**src/sv/assert_macros.svh**
```systemverilog
// Assertion macros used by the heap sequencer of the heap priority queue.
`ifndef ASSERT_MACROS_SVH
`define ASSERT_MACROS_SVH

`ifndef ASSERT_OFF

// Property checked on every rising edge of clk while arst_n is high.
`define ASSERT_CLK(name, prop) \
	name: assert property (@(posedge clk) disable iff (!arst_n) (prop)) \
		else $error("assertion failed");

// Condition that must never be true while out of reset.
`define ASSERT_NEVER(name, cond) \
	name: assert property (@(posedge clk) disable iff (!arst_n) !(cond)) \
		else $error("forbidden condition seen");

`else

`define ASSERT_CLK(name, prop)
`define ASSERT_NEVER(name, cond)

`endif

`endif

```
**src/sv/hpq_pkg.sv**
```systemverilog
// Types and constants shared by the heap priority queue modules.
`default_nettype none

package hpq_pkg;

	localparam int CAPACITY  = 256;
	localparam int ADDR_W    = $clog2(CAPACITY);
	localparam int CNT_W     = $clog2(CAPACITY + 1);
	localparam int KEY_W     = 32;
	localparam int OUT_CNT_W = 9;

	typedef logic signed [KEY_W-1:0] key_t;

	typedef enum logic {
		MODE_INSERT  = 1'b0,
		MODE_EXTRACT = 1'b1
	} mode_t;

	typedef enum logic [1:0] {
		ST_OK    = 2'd0,
		ST_FULL  = 2'd1,
		ST_EMPTY = 2'd2
	} status_t;

	typedef struct packed {
		key_t                   key_out;
		status_t                status;
		logic [OUT_CNT_W-1:0]   count;
	} res_t;

endpackage

`default_nettype wire

```
**src/sv/hpq_ctrl.sv**
```systemverilog
// Heap sequencer: sift-up and sift-down over the key RAM with one shared comparator.
`default_nettype none

module hpq_ctrl
	import hpq_pkg::*;
(
	input  wire logic              clk,
	input  wire logic              arst_n,
	input  wire logic              in_valid,
	output logic                   in_ready,
	input  wire mode_t             in_mode,
	input  wire key_t              in_key,
	output logic                   res_valid,
	input  wire logic              res_ready,
	output res_t                   res,
	output logic                   ram_we,
	output logic [ADDR_W-1:0]      ram_waddr,
	output key_t                   ram_wdata,
	output logic [ADDR_W-1:0]      ram_raddr,
	input  wire key_t              ram_rdata
);

	`include "assert_macros.svh"

	typedef enum logic [9:0] {
		S_IDLE    = 10'b00_0000_0001,
		S_UP_CHK  = 10'b00_0000_0010,
		S_UP_CMP  = 10'b00_0000_0100,
		S_EX_ROOT = 10'b00_0000_1000,
		S_EX_LAST = 10'b00_0001_0000,
		S_DN_CHK  = 10'b00_0010_0000,
		S_DN_L    = 10'b00_0100_0000,
		S_DN_R    = 10'b00_1000_0000,
		S_DN_CMP  = 10'b01_0000_0000,
		S_DONE    = 10'b10_0000_0000
	} state_t;

	state_t           state_q;
	logic [CNT_W-1:0] count_q;
	logic [CNT_W-1:0] pos_q;
	logic [CNT_W-1:0] chsel_q;
	key_t             key_q;
	key_t             key_out_q;
	key_t             child_q;
	status_t          status_q;

	logic [CNT_W-1:0] pos_m1;
	logic [CNT_W-1:0] par;
	logic [CNT_W-1:0] par_m1;
	logic [CNT_W:0]   ch;
	logic [CNT_W:0]   ch_m1;
	logic [CNT_W:0]   count_ext;
	key_t             cmp_a;
	key_t             cmp_b;
	logic             cmp_gt;

	assign pos_m1    = pos_q - CNT_W'(1);
	assign par       = pos_q >> 1;
	assign par_m1    = par - CNT_W'(1);
	assign ch        = {pos_q, 1'b0};
	assign ch_m1     = ch - (CNT_W + 1)'(1);
	assign count_ext = {1'b0, count_q};

	// The one comparator of the block; its operands follow the sequencer state.
	always_comb begin
		case (state_q)
			S_UP_CMP: begin
				cmp_a = key_q;
				cmp_b = ram_rdata;
			end
			S_DN_R: begin
				cmp_a = ram_rdata;
				cmp_b = child_q;
			end
			default: begin
				cmp_a = child_q;
				cmp_b = key_q;
			end
		endcase
		cmp_gt = cmp_a > cmp_b;
	end

	// The moving key is carried in key_q and written only once its slot is final.
	always_comb begin
		ram_we    = 1'b0;
		ram_waddr = pos_m1[ADDR_W-1:0];
		ram_wdata = key_q;
		ram_raddr = '0;
		case (state_q)
			S_UP_CHK: begin
				if (pos_q == CNT_W'(1)) begin
					ram_we = 1'b1;
				end else begin
					ram_raddr = par_m1[ADDR_W-1:0];
				end
			end
			S_UP_CMP: begin
				ram_we    = 1'b1;
				ram_wdata = cmp_gt ? ram_rdata : key_q;
			end
			S_EX_ROOT: begin
				ram_raddr = count_q[ADDR_W-1:0];
			end
			S_DN_CHK: begin
				if (ch > count_ext) begin
					ram_we = 1'b1;
				end else begin
					ram_raddr = ch_m1[ADDR_W-1:0];
				end
			end
			S_DN_L: begin
				ram_raddr = ch[ADDR_W-1:0];
			end
			S_DN_CMP: begin
				ram_we    = 1'b1;
				ram_wdata = cmp_gt ? child_q : key_q;
			end
			default: begin
				ram_we = 1'b0;
			end
		endcase
	end

	always_ff @(posedge clk or negedge arst_n) begin
		if (!arst_n) begin
			state_q   <= S_IDLE;
			count_q   <= '0;
			pos_q     <= '0;
			chsel_q   <= '0;
			key_q     <= '0;
			key_out_q <= '0;
			child_q   <= '0;
			status_q  <= ST_OK;
		end else begin
			case (state_q)
				S_IDLE: begin
					if (in_valid) begin
						key_q     <= in_key;
						key_out_q <= '0;
						status_q  <= ST_OK;
						if (in_mode == MODE_INSERT) begin
							if (count_q == CNT_W'(CAPACITY)) begin
								status_q <= ST_FULL;
								state_q  <= S_DONE;
							end else begin
								count_q <= count_q + CNT_W'(1);
								pos_q   <= count_q + CNT_W'(1);
								state_q <= S_UP_CHK;
							end
						end else begin
							if (count_q == '0) begin
								status_q <= ST_EMPTY;
								state_q  <= S_DONE;
							end else begin
								count_q <= count_q - CNT_W'(1);
								state_q <= S_EX_ROOT;
							end
						end
					end
				end
				S_UP_CHK: begin
					state_q <= (pos_q == CNT_W'(1)) ? S_DONE : S_UP_CMP;
				end
				S_UP_CMP: begin
					if (cmp_gt) begin
						pos_q   <= par;
						state_q <= S_UP_CHK;
					end else begin
						state_q <= S_DONE;
					end
				end
				S_EX_ROOT: begin
					key_out_q <= ram_rdata;
					pos_q     <= CNT_W'(1);
					state_q   <= S_EX_LAST;
				end
				S_EX_LAST: begin
					key_q   <= ram_rdata;
					state_q <= S_DN_CHK;
				end
				S_DN_CHK: begin
					state_q <= (ch > count_ext) ? S_DONE : S_DN_L;
				end
				S_DN_L: begin
					child_q <= ram_rdata;
					chsel_q <= ch[CNT_W-1:0];
					state_q <= (ch < count_ext) ? S_DN_R : S_DN_CMP;
				end
				S_DN_R: begin
					// The right child wins only when strictly larger.
					if (cmp_gt) begin
						child_q <= ram_rdata;
						chsel_q <= chsel_q + CNT_W'(1);
					end
					state_q <= S_DN_CMP;
				end
				S_DN_CMP: begin
					if (cmp_gt) begin
						pos_q   <= chsel_q;
						state_q <= S_DN_CHK;
					end else begin
						state_q <= S_DONE;
					end
				end
				S_DONE: begin
					if (res_ready) begin
						state_q <= S_IDLE;
					end
				end
				default: begin
					state_q <= S_IDLE;
				end
			endcase
		end
	end

	assign in_ready    = (state_q == S_IDLE);
	assign res_valid   = (state_q == S_DONE);
	assign res.key_out = key_out_q;
	assign res.status  = status_q;
	assign res.count   = OUT_CNT_W'(count_q);

	`ASSERT_NEVER(a_count_in_range, count_q > CNT_W'(CAPACITY))
	`ASSERT_CLK(a_busy_after_accept, in_valid && in_ready |=> !in_ready)
	`ASSERT_NEVER(a_no_write_when_idle, ram_we && (in_ready || res_valid))
	`ASSERT_CLK(a_full_means_at_capacity,
		res_valid && res.status == ST_FULL |-> count_q == CNT_W'(CAPACITY))

endmodule

`default_nettype wire

```
**config.mk**
```make
export PLATFORM = sky130hd
export DESIGN_NAME = hpq_ctrl
export DESIGN_NICKNAME = d
export VERILOG_FILES = /design/src/sv/hpq_pkg.sv /design/src/sv/hpq_ctrl.sv
export VERILOG_INCLUDE_DIRS = /design/src /design/src/sv
export SDC_FILE = /design/constraint.sdc
export NUM_CORES = 1
export LEC_CHECK = 0
export BUFFER_PORTS_ARGS = -buffer_cell sky130_fd_sc_hd__buf_2
export CAP_MARGIN = 10
export CORE_UTILIZATION = 35
export DETAILED_ROUTE_END_ITERATION = 10
export GPL_ROUTABILITY_DRIVEN = 0
export GPL_TIMING_DRIVEN = 0
export HOLD_SLACK_MARGIN = 0.03
export RECOVER_POWER = 50
export SYNTH_ARGS = -nofsm -noshare
export SYNTH_HDL_FRONTEND = slang
export SYNTH_SLANG_ARGS = --single-unit
```
**constraint.sdc**
```tcl
create_clock -name clk -period 9.3 [get_ports clk]
set_input_delay 0.93 -clock clk [delete_from_list [all_inputs] [get_ports clk]]
set_output_delay 0.93 -clock clk [all_outputs]
set_load 0.02 [all_outputs]
```
==> impl_metrics.ini <==
[yosys]
synthFlopType = dfrtp_1
syn_nets = 1124
ys_ff_latch = 135
syn_area_sq_um = 9180
synth_top_area_share_pct = 36.5
ys.warnings.count = 0
synthTopCellsByArea = dfrtp_1, a22o_1, nand2_1
avgSynthCellArea_sq_um = 9.11
syn_inst = 1008
synth_cell_types = 65
ys_seq_area_share_pct = 36.8
synth_edf_count = 0
synth_top_area_cell = dfrtp_1
async_flop_share_pct = 100

[power_and_ir_drop]
swShare_pct = 46.6
p_per_area_nw_per_um2 = 315
power.share.clock_pct = 21.2
peakVddDrop_v = 0.000151
p_seq_share_pct = 28.9
p_int_uw = 1850
leakage_uw = 0.00533
comb_power_share_pct = 49.9
p_sw_uw = 1610

[worst_hold_path]
hp-class = flip-flop to flip-flop
hold_start = status_q[0]

[clock_network]
postCtsHoldBufs = 0
clock-sinks = 135
cts_tree = done
cts-buffers-inserted = 17
htree_num_levels = 4
clock-root-buffer = clkbuf_16
clockBufferDepth = 2
post-cts-setup-buffers = 0
insertion_delay_ps = 440
clkSlewWorstSetupHoldPaths_ps = 60
cts_resized = 0

[detailed_routing]
drt_wl_total_microns = 33100
drt-pass1-iter-count = 8
via_per_inst = 5.80
wl_per_cell_microns = 21.6
drtIter0Drc = 905
ant_nets = 0
num_vias = 8904
drc_errors = 0

[sta]
drv_slew = 148
setup_viol = 0
finClkSkew_ps = 13.5
worstMarginPinSlew_ps = 4850
relSlewSlack_pct = -223
period_minus_slack_ps = 7620
fmax_mhz = 131
rsz0062_at_grt = no
fin_tns_setup_ps = 0
hold_viol_final = 0
finalCritPeriodShare_pct = 81.9

[cells_and_area]
synthToLayoutAreaGrowth_pct = 19.4
regArea_sq_um = 3380
nNetsFinal = 1306
multi_input_area_sq_um = 5370
fillers = 2543
fin_area_sq_um = 11000
finalNonFillerCells = 1535
drive_gt1_share_pct = 17.5

[critical_path]
startpoint = state_q[7]
r2r-start = state_q[7]
crit_buf_inv = 6
crit_top_cell = clkbuf_1
end_kind = output pin
critical_path_required_ps = 8370
crit_chain = or4_4 -> nor2_1 -> and2_1 -> clkbuf_1 -> clkbuf_1 -> clkbuf_1 -> a22oi_1 -> nand2_1 -> ha_1 -> nand4_1 -> nor4_2 -> o31ai_1 -> a21bo_2 -> a22oi_4 -> buf_4 -> nand2_1 -> buf_2 -> a22o_1 -> buf_2
worstSetupPathType = flip-flop to output pin
cp-start-kind = flip-flop
crit_slowest_cell = clkbuf_1
critical_path_peak_fanout = 10
critPathTopFamily = buffers and inverters
arrival_ps = 6690
crit_path_max_incr_delay_ps = 610

[floorplanning]
start_util_pct = 36.0
io_pins = 163
chipWidth_microns = 164
die_h_microns = 164
dieArea_sq_um = 26900
core_sq_um = 25500
fp-row-count = 58

[place]
io_buffers = 162
placed_area_sq_um = 10400
placed_cells = 1501
dpl.hpwl_microns = 23700

[outcome]
violations = capacitance limit, slew limit
status = finished, violations left

[global_routing]
track_usage_pct = 25.0
grt_pass1_vias = 8447
gr-total-overflow = 0
antenna_found_initial = 2
grt_pass1_wl_microns = 50300
grt_max_degree = 87

[run]
cap_violations = 3
[synth_stat cells (all sizes together) (10+ instances only)]
| cell | count |
|---|---|
| inv | 27 |
| a22o | 129 |
| a222oi | 12 |
| buf | 15 |
| mux2i | 10 |
| o21ai | 19 |
| dfrtp | 134 |
| xnor2 | 23 |
| mux2 | 35 |
| a22oi | 40 |
| nand2 | 174 |
| nand3 | 22 |
| nor2 | 60 |
| a31oi | 35 |
| nand4 | 11 |
| nor3 | 14 |
| a21oi | 53 |
| ha | 47 |
| clkbuf | 59 |
| nor2b | 10 |
[registers in the layout (all words and copies together) (netlist names)]
register,cells
count_q,9
status_q,2
key_out_q,32
chsel_q,9
key_q,32
pos_q,9
child_q,32
state_q,10
[cell families (layout without fill, tap and decap cells)]
family                   Yosys count  after routing  synth area share [%]
adder cells (fa/ha/maj)           47             47                  6.40
flip-flops                       135            135                  36.8
buffers and inverters            101            296                  4.54
XOR/XNOR                          27             27                  2.58
other                              0              2                     0
multiplexers                      45             45                  6.53
AND/OR/NAND/NOR                  331            331                  16.7
AO/OA/AOI/OAI                    322            322                  26.5
[tightest hold or removal path, cell delays in order (launching register included)]
cell and delay, ps:
dfrtp_1 340, nand2_1 50, o31ai_1 60
[power groups by stage]
stage	clock, uW	combinational [uW]	sequential (uW)
after detailed placement	0	1740	999
after global placement	0	1710	998
final	733	1720	999
after CTS	742	1750	991
after global routing	763	1880	1020
after floorplan	0	1090	1040
[path summary, 6_finish.rpt]
check | endpoint | slack (ps) | cells after the start
worst min-delay path | status_q[0] | 490 | 2
worst min register to register | status_q[0] | 490 | 2
min in group asynchronous | count_q[3] | 1380 | 1
worst max register to register | chsel_q[0] | 3410 | 18
max in group asynchronous | key_q[10] | 2240 | 2
worst max-delay path | ram_wdata[1] | 1680 | 19
[layout make-up]
type | instances | area share, %
Antenna cell | 2 | 0.0457
Sequential cell | 135 | 30.8
Clock buffer | 17 | 3.88
Clock inverter | 15 | 1.76
Inverter | 27 | 0.925
Tap cell | 330 | 3.77
Timing Repair Buffer | 163 | 6.92
Multi-Input combinational cell | 772 | 49.0
Buffer | 74 | 2.88
[per-layer routing]
metal	GRT usage (%)	wire [microns]
met4	8.88	769
met2	37.7	14700
met1	35.0	14900
met5	0	0
met3	5.66	2690
[through the flow]
step / hold slack [ps] / setup slack, ps / utilization (%) / total power (uW)
final: 491 / 1680 / 43.0 / 3460
after floorplan: 491 / 3770 / - / 2130
after CTS: 461 / 1720 / 43.4 / 3480
after global placement: 471 / 2310 / 40.8 / 2710
after detailed placement: 473 / 2220 / 41.0 / 2740
after global routing: 516 / 862 / 43.0 / 3660
[cells in the final DEF, fill, tap and decap left out, types with 4 or more instances in the layout]
master,n
nand2_1,174
xor2_1,4
nor3_1,14
mux2i_1,10
xnor2_1,23
nor2b_1,10
a22o_1,129
buf_2,126
a211oi_1,4
a21oi_1,52
a21o_1,5
dfrtp_1,134
ha_1,47
a31oi_1,35
clkbuf_1,105
o21ai_0,17
inv_6,4
nor4_1,5
a222oi_1,12
clkbuf_16,17
and3_1,5
nand4_1,11
nor2_1,60
a22oi_1,39
mux2_2,7
inv_1,27
mux2_4,28
nand3_1,22
No activity file was read; power rests on OpenSTA's default activity.
